**src/sv/vmix_pkg.sv**
```systemverilog
package vmix_pkg;

    // Configuration register indexes
    localparam logic [2:0] CFG_MIX_MODE      = 3'd0;
    localparam logic [2:0] CFG_PITCH_STEP    = 3'd1;
    localparam logic [2:0] CFG_VOLUME_LEFT   = 3'd2;
    localparam logic [2:0] CFG_VOLUME_RIGHT  = 3'd3;
    localparam logic [2:0] CFG_COEF_INPUT    = 3'd4;
    localparam logic [2:0] CFG_COEF_HIST_ONE = 3'd5;
    localparam logic [2:0] CFG_COEF_HIST_TWO = 3'd6;

    // Kinds of mixing selected by mix_mode bits 2:1
    localparam logic [1:0] KIND_PLAIN    = 2'd0;
    localparam logic [1:0] KIND_INTERP   = 2'd1;
    localparam logic [1:0] KIND_RAMPED   = 2'd2;
    localparam logic [1:0] KIND_FILTERED = 2'd3;

    // Clamp limits of the filter output
    localparam int FILT_OUT_MIN = -32768;
    localparam int FILT_OUT_MAX = 32767;

    // Saturation of the advance count
    localparam logic [8:0] ADVANCE_MAX = 9'd511;

    typedef enum logic [3:0] {
        ST_IDLE,
        ST_INT0,
        ST_INT1,
        ST_FIL0,
        ST_FIL1,
        ST_FIL2,
        ST_GAIN_L,
        ST_GAIN_R,
        ST_FINISH
    } state_t;

    typedef enum logic [3:0] {
        OP_NONE,
        OP_LOAD,
        OP_INT0,
        OP_INT1,
        OP_FIL0,
        OP_FIL1,
        OP_FIL2,
        OP_GAIN_L,
        OP_GAIN_R,
        OP_COMMIT
    } dp_op_t;

    typedef struct packed {
        dp_op_t op;
    } cmd_t;

    typedef struct packed {
        logic [1:0] kind;
    } status_t;

endpackage

```
**src/sv/vmix_ctrl.sv**
```systemverilog
module vmix_ctrl
(
    input  logic              clk,
    input  logic              rst_n,
    input  logic              in_valid,
    output logic              in_stall,
    output logic              out_valid,
    input  logic              out_stall,
    input  vmix_pkg::status_t status,
    output vmix_pkg::cmd_t    cmd
);

    vmix_pkg::state_t state_reg;
    vmix_pkg::state_t state_next;
    logic             out_valid_reg;
    logic             out_valid_next;
    logic             accept;
    logic             out_free;

    assign in_stall  = (state_reg != vmix_pkg::ST_IDLE);
    assign accept    = in_valid && !in_stall;
    assign out_free  = !out_valid_reg || !out_stall;
    assign out_valid = out_valid_reg;

    // Next state
    always_comb
    begin
        state_next = state_reg;
        case (state_reg)
            vmix_pkg::ST_IDLE:
            begin
                if (accept)
                begin
                    if (status.kind == vmix_pkg::KIND_PLAIN)
                    begin
                        state_next = vmix_pkg::ST_GAIN_L;
                    end
                    else
                    begin
                        state_next = vmix_pkg::ST_INT0;
                    end
                end
            end
            vmix_pkg::ST_INT0:
            begin
                state_next = vmix_pkg::ST_INT1;
            end
            vmix_pkg::ST_INT1:
            begin
                if (status.kind == vmix_pkg::KIND_FILTERED)
                begin
                    state_next = vmix_pkg::ST_FIL0;
                end
                else
                begin
                    state_next = vmix_pkg::ST_GAIN_L;
                end
            end
            vmix_pkg::ST_FIL0:   state_next = vmix_pkg::ST_FIL1;
            vmix_pkg::ST_FIL1:   state_next = vmix_pkg::ST_FIL2;
            vmix_pkg::ST_FIL2:   state_next = vmix_pkg::ST_GAIN_L;
            vmix_pkg::ST_GAIN_L: state_next = vmix_pkg::ST_GAIN_R;
            vmix_pkg::ST_GAIN_R: state_next = vmix_pkg::ST_FINISH;
            vmix_pkg::ST_FINISH:
            begin
                if (out_free)
                begin
                    state_next = vmix_pkg::ST_IDLE;
                end
            end
            default: state_next = vmix_pkg::ST_IDLE;
        endcase
    end

    // Datapath commands
    always_comb
    begin
        cmd.op = vmix_pkg::OP_NONE;
        case (state_reg)
            vmix_pkg::ST_IDLE:
            begin
                if (accept)
                begin
                    cmd.op = vmix_pkg::OP_LOAD;
                end
            end
            vmix_pkg::ST_INT0:   cmd.op = vmix_pkg::OP_INT0;
            vmix_pkg::ST_INT1:   cmd.op = vmix_pkg::OP_INT1;
            vmix_pkg::ST_FIL0:   cmd.op = vmix_pkg::OP_FIL0;
            vmix_pkg::ST_FIL1:   cmd.op = vmix_pkg::OP_FIL1;
            vmix_pkg::ST_FIL2:   cmd.op = vmix_pkg::OP_FIL2;
            vmix_pkg::ST_GAIN_L: cmd.op = vmix_pkg::OP_GAIN_L;
            vmix_pkg::ST_GAIN_R: cmd.op = vmix_pkg::OP_GAIN_R;
            vmix_pkg::ST_FINISH:
            begin
                if (out_free)
                begin
                    cmd.op = vmix_pkg::OP_COMMIT;
                end
            end
            default: cmd.op = vmix_pkg::OP_NONE;
        endcase
    end

    // The output request stays until the receiver takes it.
    always_comb
    begin
        out_valid_next = out_valid_reg;
        if (cmd.op == vmix_pkg::OP_COMMIT)
        begin
            out_valid_next = 1'b1;
        end
        else if (!out_stall)
        begin
            out_valid_next = 1'b0;
        end
    end

    always_ff @(posedge clk or negedge rst_n)
    begin
        if (!rst_n)
        begin
            state_reg     <= vmix_pkg::ST_IDLE;
            out_valid_reg <= 1'b0;
        end
        else
        begin
            state_reg     <= state_next;
            out_valid_reg <= out_valid_next;
        end
    end

`ifndef SYNTHESIS
    a_commit_free: assert property (@(posedge clk) disable iff (!rst_n)
        cmd.op == vmix_pkg::OP_COMMIT |-> (!out_valid_reg || !out_stall))
        else $error("result committed over an unread result");

    a_accept_busy: assert property (@(posedge clk) disable iff (!rst_n)
        accept |=> state_reg != vmix_pkg::ST_IDLE)
        else $error("accepted request did not start work");

    a_commit_valid: assert property (@(posedge clk) disable iff (!rst_n)
        cmd.op == vmix_pkg::OP_COMMIT |=> out_valid_reg)
        else $error("committed result not presented");
`endif

endmodule

```
**src/sv/vmix_datapath.sv**
```systemverilog
module vmix_datapath
#(
    parameter int FRAC_BITS    = 16,
    parameter int FILTER_SHIFT = 16,
    parameter int RAMP_SHIFT   = 7
)
(
    input  logic                clk,
    input  logic                rst_n,
    input  vmix_pkg::cmd_t      cmd,
    output vmix_pkg::status_t   status,
    input  logic                cfg_we,
    input  logic [2:0]          cfg_index,
    input  logic [31:0]         cfg_data,
    input  logic signed [15:0]  sample_now,
    input  logic signed [15:0]  sample_next,
    input  logic signed [31:0]  mix_left_in,
    input  logic signed [31:0]  mix_right_in,
    input  logic                single_ramp,
    output logic signed [31:0]  mix_left_out,
    output logic signed [31:0]  mix_right_out,
    output logic [8:0]          advance
);

    localparam int AW = 52;
    localparam int PW = 51;
    localparam int FRAC_MID = ((2 ** FRAC_BITS) - 1) >> 1;
    localparam logic signed [AW-1:0] Y_MIN = AW'(vmix_pkg::FILT_OUT_MIN);
    localparam logic signed [AW-1:0] Y_MAX = AW'(vmix_pkg::FILT_OUT_MAX);

    // Configuration registers
    logic [2:0]         mix_mode_reg;
    logic [23:0]        pitch_step_reg;
    logic [14:0]        volume_left_reg;
    logic [14:0]        volume_right_reg;
    logic signed [31:0] coef_input_reg;
    logic signed [31:0] coef_hist_one_reg;
    logic signed [31:0] coef_hist_two_reg;

    // Voice state
    logic [FRAC_BITS-1:0] frac_reg;
    logic signed [15:0]   ramp_left_reg;
    logic signed [15:0]   ramp_right_reg;
    logic                 phase_reg;
    logic signed [15:0]   hist_one_reg;
    logic signed [15:0]   hist_two_reg;

    // Working registers of one request
    logic signed [15:0]   now_reg;
    logic signed [15:0]   next_reg;
    logic signed [17:0]   smp_reg;
    logic signed [17:0]   smp_next;
    logic signed [AW-1:0] acc_reg;
    logic signed [AW-1:0] acc_next;
    logic signed [31:0]   left_in_reg;
    logic signed [31:0]   right_in_reg;
    logic                 single_reg;
    logic signed [31:0]   left_out_reg;
    logic signed [31:0]   right_out_reg;
    logic [8:0]           advance_reg;

    logic                 sixteen;
    logic [1:0]           kind;
    logic signed [15:0]   plain_now;
    logic signed [15:0]   wide_now;
    logic signed [15:0]   wide_next;
    logic signed [17:0]   mul_a;
    logic signed [32:0]   mul_b;
    logic signed [PW-1:0] prod;
    logic signed [AW-1:0] sum;
    logic signed [AW-1:0] interp_shifted;
    logic signed [AW-1:0] filt_shifted;
    logic signed [32:0]   gain_left;
    logic signed [32:0]   gain_right;
    logic [24:0]          pos_sum;
    logic [24:0]          whole;
    logic signed [15:0]   ramp_left_new;
    logic signed [15:0]   ramp_right_new;
    logic [3:0]           ramp_sh;

    assign sixteen     = mix_mode_reg[0];
    assign kind        = mix_mode_reg[2:1];
    assign status.kind = kind;

    // Widen the source samples; 8-bit mode repeats the byte below itself, or puts zeros below it for the plain kind.
    assign plain_now = sixteen ? sample_now : $signed({sample_now[7:0], 8'h00});
    assign wide_now  = sixteen ? sample_now : $signed({sample_now[7:0], sample_now[7:0]});
    assign wide_next = sixteen ? sample_next : $signed({sample_next[7:0], sample_next[7:0]});

    assign gain_left  = (kind[1]) ? 33'(ramp_left_reg)  : $signed({18'd0, volume_left_reg});
    assign gain_right = (kind[1]) ? 33'(ramp_right_reg) : $signed({18'd0, volume_right_reg});

    // Shared multiplier operand selection
    always_comb
    begin
        mul_a = smp_reg;
        mul_b = gain_left;
        case (cmd.op)
            vmix_pkg::OP_INT0:
            begin
                mul_a = 18'(now_reg);
                mul_b = 33'(FRAC_MID) - 33'(frac_reg[FRAC_BITS-1:1]);
            end
            vmix_pkg::OP_INT1:
            begin
                mul_a = 18'(next_reg);
                mul_b = 33'(frac_reg[FRAC_BITS-1:1]);
            end
            vmix_pkg::OP_FIL0:
            begin
                mul_a = smp_reg;
                mul_b = 33'(coef_input_reg);
            end
            vmix_pkg::OP_FIL1:
            begin
                mul_a = 18'(hist_one_reg);
                mul_b = 33'(coef_hist_one_reg);
            end
            vmix_pkg::OP_FIL2:
            begin
                mul_a = 18'(hist_two_reg);
                mul_b = 33'(coef_hist_two_reg);
            end
            vmix_pkg::OP_GAIN_R:
            begin
                mul_a = smp_reg;
                mul_b = gain_right;
            end
            default:
            begin
                mul_a = smp_reg;
                mul_b = gain_left;
            end
        endcase
    end

    assign prod = PW'(mul_a * mul_b);
    assign sum  = acc_reg + AW'(prod);

    // Interpolation of the filtered kind keeps one fraction bit less.
    assign interp_shifted = (kind == vmix_pkg::KIND_FILTERED) ? (sum >>> FRAC_BITS)
                                                               : (sum >>> (FRAC_BITS - 1));
    assign filt_shifted = sum >>> FILTER_SHIFT;

    // Accumulator and working sample
    always_comb
    begin
        acc_next = acc_reg;
        smp_next = smp_reg;
        case (cmd.op)
            vmix_pkg::OP_LOAD:
            begin
                smp_next = 18'(plain_now);
            end
            vmix_pkg::OP_INT0:
            begin
                acc_next = AW'(prod);
            end
            vmix_pkg::OP_INT1:
            begin
                smp_next = interp_shifted[17:0];
            end
            vmix_pkg::OP_FIL0:
            begin
                acc_next = AW'(prod);
            end
            vmix_pkg::OP_FIL1:
            begin
                acc_next = sum;
            end
            vmix_pkg::OP_FIL2:
            begin
                if (filt_shifted < Y_MIN)
                begin
                    smp_next = 18'(Y_MIN);
                end
                else if (filt_shifted > Y_MAX)
                begin
                    smp_next = 18'(Y_MAX);
                end
                else
                begin
                    smp_next = filt_shifted[17:0];
                end
            end
            default:
            begin
                acc_next = acc_reg;
            end
        endcase
    end

    // Ramp step: a lone step uses the full shift, a paired one a shift less.
    assign ramp_sh = single_reg ? 4'(RAMP_SHIFT) : 4'(RAMP_SHIFT - 1);

    always_comb
    begin
        logic signed [16:0] diff_l;
        logic signed [16:0] diff_r;
        logic signed [16:0] step_l;
        logic signed [16:0] step_r;
        diff_l = $signed({2'b00, volume_left_reg}) - 17'(ramp_left_reg);
        diff_r = $signed({2'b00, volume_right_reg}) - 17'(ramp_right_reg);
        step_l = diff_l >>> ramp_sh;
        step_r = diff_r >>> ramp_sh;
        ramp_left_new  = ramp_left_reg + step_l[15:0];
        ramp_right_new = ramp_right_reg + step_r[15:0];
    end

    // Position advance
    assign pos_sum = 25'(frac_reg) + 25'(pitch_step_reg);
    assign whole   = pos_sum >> FRAC_BITS;

    // Configuration writes
    always_ff @(posedge clk or negedge rst_n)
    begin
        if (!rst_n)
        begin
            mix_mode_reg      <= 3'd0;
            pitch_step_reg    <= 24'd65536;
            volume_left_reg   <= 15'd0;
            volume_right_reg  <= 15'd0;
            coef_input_reg    <= 32'sd0;
            coef_hist_one_reg <= 32'sd0;
            coef_hist_two_reg <= 32'sd0;
        end
        else if (cfg_we)
        begin
            case (cfg_index)
                vmix_pkg::CFG_MIX_MODE:      mix_mode_reg      <= cfg_data[2:0];
                vmix_pkg::CFG_PITCH_STEP:    pitch_step_reg    <= cfg_data[23:0];
                vmix_pkg::CFG_VOLUME_LEFT:   volume_left_reg   <= cfg_data[14:0];
                vmix_pkg::CFG_VOLUME_RIGHT:  volume_right_reg  <= cfg_data[14:0];
                vmix_pkg::CFG_COEF_INPUT:    coef_input_reg    <= $signed(cfg_data);
                vmix_pkg::CFG_COEF_HIST_ONE: coef_hist_one_reg <= $signed(cfg_data);
                vmix_pkg::CFG_COEF_HIST_TWO: coef_hist_two_reg <= $signed(cfg_data);
                default:                     mix_mode_reg      <= mix_mode_reg;
            endcase
        end
    end

    // Voice state, updated once the result is committed
    always_ff @(posedge clk or negedge rst_n)
    begin
        if (!rst_n)
        begin
            frac_reg       <= '0;
            ramp_left_reg  <= 16'sd0;
            ramp_right_reg <= 16'sd0;
            phase_reg      <= 1'b0;
            hist_one_reg   <= 16'sd0;
            hist_two_reg   <= 16'sd0;
        end
        else if (cmd.op == vmix_pkg::OP_COMMIT)
        begin
            frac_reg <= pos_sum[FRAC_BITS-1:0];
            if (kind == vmix_pkg::KIND_FILTERED)
            begin
                hist_two_reg <= hist_one_reg;
                hist_one_reg <= smp_reg[15:0];
            end
            if (kind[1])
            begin
                if (single_reg || phase_reg)
                begin
                    ramp_left_reg  <= ramp_left_new;
                    ramp_right_reg <= ramp_right_new;
                    phase_reg      <= 1'b0;
                end
                else
                begin
                    phase_reg <= 1'b1;
                end
            end
        end
    end

    // Working and output registers
    always_ff @(posedge clk)
    begin
        acc_reg <= acc_next;
        smp_reg <= smp_next;
        if (cmd.op == vmix_pkg::OP_LOAD)
        begin
            now_reg      <= wide_now;
            next_reg     <= wide_next;
            left_in_reg  <= mix_left_in;
            right_in_reg <= mix_right_in;
            single_reg   <= single_ramp;
        end
        if (cmd.op == vmix_pkg::OP_GAIN_L)
        begin
            left_in_reg <= left_in_reg + $signed(prod[31:0]);
        end
        if (cmd.op == vmix_pkg::OP_GAIN_R)
        begin
            right_in_reg <= right_in_reg + $signed(prod[31:0]);
        end
        if (cmd.op == vmix_pkg::OP_COMMIT)
        begin
            left_out_reg  <= left_in_reg;
            right_out_reg <= right_in_reg;
            advance_reg   <= (whole > 25'(vmix_pkg::ADVANCE_MAX)) ? vmix_pkg::ADVANCE_MAX
                                                                  : whole[8:0];
        end
    end

    assign mix_left_out  = left_out_reg;
    assign mix_right_out = right_out_reg;
    assign advance       = advance_reg;

endmodule

```
**src/sv/voice_mixer_interp_ramp_filter_core.sv**
```systemverilog
// Single-voice stereo mixer with linear interpolation, volume ramping and a
// two-pole resonant filter.
// Input channel (in_valid / in_stall) carries one request per output frame:
// the current and next source samples, the two accumulator words and the
// single_ramp flag. Output channel (out_valid / out_stall) returns the
// updated accumulators and the whole-sample advance, one result per request.
// The configuration channel (cfg_valid / cfg_ready) writes one register per request;
// cfg_ready is always high. The user must make writes only while idle; the block does not enforce it.
// One shared multiplier does all products in turn. An accepted request passes
// through INT0 and INT1 unless plain, FIL0 to FIL2 with the filter, then GAIN_L,
// GAIN_R and FINISH, where its result is committed and registered to the output.
// No new request is taken until the block is idle again. The next request is
// accepted in the cycle after the result is committed.
// Reset clears the position, ramp volumes, pair phase and filter history,
// and sets the registers to their defaults (pitch step one whole sample).
// A stalled result is held; the block may finish the next request up to
// its commit step, where it waits until the held result is taken.
module voice_mixer_interp_ramp_filter_core
#(
    parameter int FRAC_BITS    = 16,
    parameter int FILTER_SHIFT = 16,
    parameter int RAMP_SHIFT   = 7
)
(
    input  logic               clk,
    input  logic               rst_n,
    input  logic               cfg_valid,
    output logic               cfg_ready,
    input  logic [2:0]         cfg_index,
    input  logic [31:0]        cfg_data,
    input  logic               in_valid,
    output logic               in_stall,
    input  logic signed [15:0] sample_now,
    input  logic signed [15:0] sample_next,
    input  logic signed [31:0] mix_left_in,
    input  logic signed [31:0] mix_right_in,
    input  logic               single_ramp,
    output logic               out_valid,
    input  logic               out_stall,
    output logic signed [31:0] mix_left_out,
    output logic signed [31:0] mix_right_out,
    output logic [8:0]         advance
);

    vmix_pkg::cmd_t    cmd;
    vmix_pkg::status_t status;

    assign cfg_ready = 1'b1;

    vmix_ctrl u_ctrl
    (
        .clk       (clk),
        .rst_n     (rst_n),
        .in_valid  (in_valid),
        .in_stall  (in_stall),
        .out_valid (out_valid),
        .out_stall (out_stall),
        .status    (status),
        .cmd       (cmd)
    );

    vmix_datapath
    #(
        .FRAC_BITS    (FRAC_BITS),
        .FILTER_SHIFT (FILTER_SHIFT),
        .RAMP_SHIFT   (RAMP_SHIFT)
    )
    u_datapath
    (
        .clk           (clk),
        .rst_n         (rst_n),
        .cmd           (cmd),
        .status        (status),
        .cfg_we        (cfg_valid && cfg_ready),
        .cfg_index     (cfg_index),
        .cfg_data      (cfg_data),
        .sample_now    (sample_now),
        .sample_next   (sample_next),
        .mix_left_in   (mix_left_in),
        .mix_right_in  (mix_right_in),
        .single_ramp   (single_ramp),
        .mix_left_out  (mix_left_out),
        .mix_right_out (mix_right_out),
        .advance       (advance)
    );

endmodule

```
**config.mk**
```make
export PLATFORM = sky130hd
export DESIGN_NAME = voice_mixer_interp_ramp_filter_core
export DESIGN_NICKNAME = d
export VERILOG_FILES = /design/src/sv/vmix_pkg.sv /design/src/sv/vmix_ctrl.sv /design/src/sv/vmix_datapath.sv /design/src/sv/voice_mixer_interp_ramp_filter_core.sv
export SDC_FILE = /design/constraint.sdc
export NUM_CORES = 2
export LEC_CHECK = 0
export BUFFER_PORTS_ARGS = -buffer_cell sky130_fd_sc_hd__buf_2
export CORE_MARGIN = 1
export CORE_UTILIZATION = 35
export CTS_CLUSTER_SIZE = 10
export DETAILED_ROUTE_END_ITERATION = 7
export PLACE_DENSITY = 0.58
export SLEW_MARGIN = 20
export SYNTH_ARGS = -nofsm -noshare
export SYNTH_HDL_FRONTEND = slang
export SYNTH_SLANG_ARGS = --single-unit
```
**constraint.sdc**
```tcl
create_clock -name clk -period 16.35 [get_ports clk]
set_clock_uncertainty 0.15 [all_clocks]
set_input_delay 0.8175 -clock clk [delete_from_list [all_inputs] [get_ports clk]]
set_output_delay 0.8175 -clock clk [all_outputs]
set_load 0.005 [all_outputs]
```
---- Word level (Yosys, flattened, before mapping) ----
Index checks and enable logic that the tools add are counted.
storage, ports and cells
  output and inout port bits .............. 76
  memories kept ........................... 0
  bits in writable memories ............... 0
  logic and storage cells ................. 121
  register bits after elaboration ......... 479
  bits in latches ......................... 0
  bits in read-only memories .............. 0
operators by class
  reduce and logical (&&, ||, !) cells .... 26
  $lt $le $gt $ge ......................... 3
  equality and inequality tests ........... 27
  bitwise gates (word level) .............. 0
  shift operators ......................... 2
  add/sub/neg operators ................... 9
  multiplexer cells ....................... 28
  multiply operators ...................... 1
  div/mod/pow operators ................... 0
operator list
  kind                                                             count
  one-hot mux 33 bit (6 select lines)                              1
  2-to-1 mux 32 bit                                                4
  one-hot mux 52 bit (2 select lines)                              1
  one-hot mux 18 bit (4 select lines)                              1
  one-hot mux 4 bit (9 select lines)                               2
  2-to-1 mux 33 bit                                                2
  adder 32 bit                                                     2
  2-to-1 mux 18 bit                                                3
  one-hot mux 18 bit (3 select lines)                              1
  adder 52 x 51 -> 52 bit                                          1
  multiplier 18 x 33 -> 51 bit                                     1
  2-to-1 mux 16 bit                                                3
  greater-than comparator 36 x 16 -> 1 bit, second input constant  1
  < comparator 36 x 16 -> 1 bit, second input constant             1
  >>> shifter 17 x 4 -> 16 bit                                     2
  subtractor 16 x 16 -> 17 bit                                     2
  adder 16 bit                                                     2
  equality test 4 x 3 -> 1 bit, second input constant              8
  adder 16 x 24 -> 25 bit                                          1
  AND reduction 2 bit                                              10
  equality test 4 x 2 -> 1 bit, second input constant              4
  subtractor 15 x 15 -> 16 bit, first input constant               1
  equality test 4 bit, second input constant                       3
  2-to-1 mux 4 bit                                                 3
  20 further kinds                                                 36

---- Depth between registers and ports, before layout ----
  word-level depth ........................ 13
  mapped depth ............................ 49
  mapped depth without buffers ............ 44

---- Cells and area by module ----
Synthesis repeated with hierarchy kept, for this count alone.
second synthesis, totals
  cell total of the unflattened synthesis .. 5,009
  area total of the unflattened synthesis .. 48,200.0 µm²
modules (own cells, without submodules)
  module                               area each (µm²)  cells each  instances
  vmix_datapath                        47,855.9         4,968       1
  vmix_ctrl                            332.8            39          1
  voice_mixer_interp_ramp_filter_core  11.3             2           1

---- Worst setup path after synthesis ----
Ideal clock, no wire load.
  path kind ............................... register to register
  start point ............................. register u_ctrl.state_reg[1]
  end point ............................... register u_datapath.smp_reg[0] (data pin)
  setup time .............................. 0.163 ns
  setup slack ............................. 4.748 ns
  path buffers ............................ 5
  data required time ...................... 16.037 ns
  stages on the path, launching flop included .. 46
  arrival ................................. 11.290 ns
  path through ............................ dfrtp_1 > clkbuf_1 > inv_1 > nor4_1 > clkbuf_8 > a22oi_1 > a41oi_1 > clkbuf_1 > nand2_1 > fa_1 > inv_1 > fa_1 > inv_1 > fa_1 > inv_1 > fa_1 > fa_1 > inv_1 > (+10 left out) > a31oi_4 > o21ai_0 > xnor2_1 > ha_1 > clkbuf_1 > a21o_1 > a21o_1 > a21oi_1 > a21bo_2 > a21oi_1 > mux2_2 > a311o_2 > nor2_1 > nand4_1 > nor4_4 > nor2_2 > buf_6 > o221ai_1
on the way
  cells in the longest elaborated chain, start to end .. 13
  elaborated cells on any way between the ends .. 31
ends and longest elaborated chain
  element                                                                                            line                  source
  start: declaration                                                                                 vmix_ctrl.sv:13       vmix_pkg::state_t state_reg;
  start signal: assignment                                                                           vmix_ctrl.sv:123      state_reg <= vmix_pkg::ST_IDLE;
  start signal: assignment                                                                           vmix_ctrl.sv:128      state_reg <= state_next;
  nonzero test 4 bit                                                                                 vmix_ctrl.sv:20       assign in_stall = (state_reg != vmix_pkg::ST_IDLE);
  zero test 1 bit                                                                                    vmix_ctrl.sv:21       assign accept = in_valid && !in_stall;
  logical AND 1 bit                                                                                  vmix_ctrl.sv:21
  2-to-1 mux 1 bit                                                                                   vmix_ctrl.sv:82       if (accept)
  one-hot mux 4 bit (9 select lines) (*)                                                             vmix_ctrl.sv:79       case (state_reg)
  equality test 4 bit (tied with other cells)                                                        vmix_datapath.sv:98   case (cmd.op)
  one-hot mux 33 bit (6 select lines) / one-hot mux 18 bit (4 select lines) (equally long branches)  vmix_datapath.sv:98
  multiplier 18 x 33 -> 51 bit                                                                       vmix_datapath.sv:137  assign prod = PW'(mul_a * mul_b);
  adder 52 x 51 -> 52 bit                                                                            vmix_datapath.sv:138  assign sum = acc_reg + AW'(prod);
  greater-than comparator 36 x 16 -> 1 bit                                                           vmix_datapath.sv:177  else if (filt_shifted > Y_MAX)
  2-to-1 mux 18 bit                                                                                  vmix_datapath.sv:177
  2-to-1 mux 18 bit                                                                                  vmix_datapath.sv:173  if (filt_shifted < Y_MIN)
  one-hot mux 18 bit (3 select lines) (*)                                                            vmix_datapath.sv:150  case (cmd.op)
  via u_datapath.smp_next[0]                                                                         vmix_datapath.sv:52   logic signed [17:0] smp_next;
  end signal: assignment                                                                             vmix_datapath.sv:282  smp_reg <= smp_next;
  end: declaration                                                                                   vmix_datapath.sv:51   logic signed [17:0] smp_reg;
Mark *: on every way through the listed nets, which the timed path passes. The rest lies on a longest branch.
A chain may end at the register's enable or synchronous reset.

---- Final worst setup path ----
  start point ............................. register u_ctrl.state_reg[2]
  end point ............................... register u_datapath.smp_reg[14] (data pin)
Same word-level chain as after synthesis.

==> flow_summary.json <==
{
  "yosys.area.top_type": "fa_1",
  "path_clk_slew_ns": 0.06,
  "track_usage_pct": 21.40,
  "setup_viol": 0,
  "nNetsFinal": 6318,
  "dp_hpwl_um": 114600,
  "cts_root_buffer": "clkbuf_16",
  "cp.arrival_ns": 13.54,
  "max_freq_ghz": 0.07575,
  "synth_edf_count": 240,
  "fin_crit_sh_pct": 80.74,
  "ys_warn_count": 0,
  "cts_buffers": 60,
  "yosys.area_share.simple_pct": 13.48,
  "synth_xor_area_share_pct": 3.319,
  "r2r_cells": 41,
  "worst_slack_ns": 3.149,
  "clock_latency_ns": 0.70,
  "placement.io_buffers": 211,
  "die-area_mm2": 0.1431,
  "critPathRequiredTime_ns": 16.69,
  "grt_pass1_wl_um": 235900,
  "antenna_found_initial": 13,
  "hold_buffers": 0,
  "die_h_um": 378.3,
  "coreArea_mm2": 0.1400,
  "synthCells": 5165,
  "drtAntennaViolNets": 0,
  "post-cts-setup-buffer-count": 0,
  "largest_register_ffs": 52,
  "avgRoutedWirePerCell_um": 20.92,
  "synth_fa_ha_area_share_pct": 30.59,
  "postSynthAreaPerCell_um2": 9.597,
  "placementRows": 137,
  "finalHoldViolCount": 0,
  "synth_mux_area_share_pct": 5.536,
  "vias_per_cell": 5.310,
  "synth_top_family_by_area": "adder cells",
  "yosysTopAreaCellShare_pct": 22.82,
  "overflow": 0,
  "syn_area_mm2": 0.04957,
  "syn_nets": 6175,
  "synth_compound_area_share_pct": 13.33,
  "die_x_um": 378.3,
  "worst_pin_slew_ns": 1.159,
  "mostFrequentLayoutCell": "nand2_1",
  "drv_cap": 0,
  "cts_tree": "yes",
  "fill_cells": 14040,
  "drv_slew": 0,
  "seq_area_frac_synth_pct": 26.61,
  "r2r-start": "u_ctrl.state_reg[2]",
  "regToRegSetupSlack_ns": 3.15,
  "hold_path.class": "input port to asynchronous set/reset pin",
  "status": "finished, final reports clean",
  "htreeDepth": 2,
  "grt_pass1_vias": 39290,
  "synth_flop_cell": "edfxtp_1",
  "cts_buffer_depth": 3,
  "ioPinCount": 213,
  "worst-setup-path-type": "flip-flop to flip-flop",
  "fin_util_pct": 39.14,
  "slew_headroom_pct": 22.70,
  "dr.pass1.iters": 8,
  "crit_path_top_delay_cell": "a41oi_1",
  "end_kind": "flip-flop",
  "slowest_delay_ns": 0.82,
  "setup_tns_ns": 0,
  "crit_fanout": 37,
  "start_util_pct": 35.39,
  "grt_max_degree": 113,
  "startpoint_type": "flip-flop",
  "gp_congestion": 0.9183,
  "routed_wl_um": 151500,
  "vias": 38450,
  "pre_cts_ws_ns": 3.345,
  "crit_top_cell": "fa_1",
  "synthArstFlopShare_pct": 49.90,
  "drtIter0Drc": 2677,
  "ys_top_cells_by_area": "fa_1 (23%), edfxtp_1 (15%), dfrtp_1 (12%)",
  "reg2reg_to": "u_datapath.smp_reg[14]",
  "rsz0062_at_grt": "no",
  "ys_seq_elements": 479,
  "hold_ws_ns": 0.07933,
  "layout_min_cycle_time_ns": 13.20,
  "drc": 0,
  "ys_types": 110,
  "drive_gt1_share_pct": 13.31,
  "critPathTopFamily": "compound AO/OA/AOI/OAI gates",
  "cp.buffers_inverters": 5,
  "cts_sinks": 479,
  "syn2layout_area_growth_pct": 10.60,
  "final_cell_mix": "nand2_1 (754), inv_1 (699), fa_1 (565)",
  "cts.repair.resized": 0
}
==> per-layer routing <==
metal,share of wire [%],vias up,GRT usage (%)
met1,44,19440,29.50
li1,-,17580,-
met5,0.0053,-,0
met4,2.8,2,5.974
met3,6.4,212,3.057
met2,47,1213,34.86
==> worst max-delay path by stage <==
stage                              startpoint                      to  slack (ns)  depth (start not counted)
after floorplan           u_ctrl.state_reg[1]   u_datapath.smp_reg[0]        4.75                         45
after global placement    u_ctrl.state_reg[0]   u_datapath.smp_reg[2]        3.49                         39
after detailed placement  u_ctrl.state_reg[0]  u_datapath.smp_reg[14]        3.34                         41
after CTS                 u_ctrl.state_reg[0]  u_datapath.smp_reg[14]        3.25                         41
after global routing      u_ctrl.state_reg[0]  u_datapath.smp_reg[14]        2.46                         39
final                     u_ctrl.state_reg[2]  u_datapath.smp_reg[14]        3.15                         41
==> layout make-up <==
cell class                      instances  area, um^2  share of cell area (%)
Multi-Input combinational cell       3768       33020                   60.24
Sequential cell                       479       13190                   24.06
Inverter                              701        2633                   4.802
Tap cell                             1876        2347                   4.282
Timing Repair Buffer                  298        1723                   3.143
Clock buffer                           96        1708                   3.116
Clock inverter                         15       180.2                  0.3287
Antenna cell                            7       17.52                 0.03195
==> synthesized netlist by cell type (42+ instances only) <==
| master | instances |
|---|---|
| a21o_1 | 118 |
| a21oi_1 | 252 |
| a22oi_1 | 55 |
| and2_1 | 94 |
| clkbuf_1 | 178 |
| dfrtp_1 | 238 |
| edfxtp_1 | 240 |
| fa_1 | 565 |
| ha_1 | 308 |
| inv_1 | 700 |
| mux2_2 | 217 |
| nand2_1 | 756 |
| nand3_1 | 63 |
| nor2_1 | 278 |
| nor3_1 | 54 |
| o21ai_0 | 222 |
| o21bai_1 | 42 |
| xnor2_1 | 116 |
| xor2_1 | 70 |
==> cells by family after synthesis <==
kind of cell | after synthesis
buf+inv | 918
other cells | 1
simple gates | 1478
fa+ha+maj | 873
mux | 247
compound gates | 982
flops | 479
xor+xnor | 187
==> per-stage QoR <==
stage,area (um^2),instances
CTS,54800,7233
finish,54820,7240
global placement,52900,7122
floorplan,49570,5165
detailed placement,52910,7122
global route,54820,7239
Power is left out: the tool's default activity adds up to more than one toggle a clock period on the data nets, which glitch-free logic cannot reach.
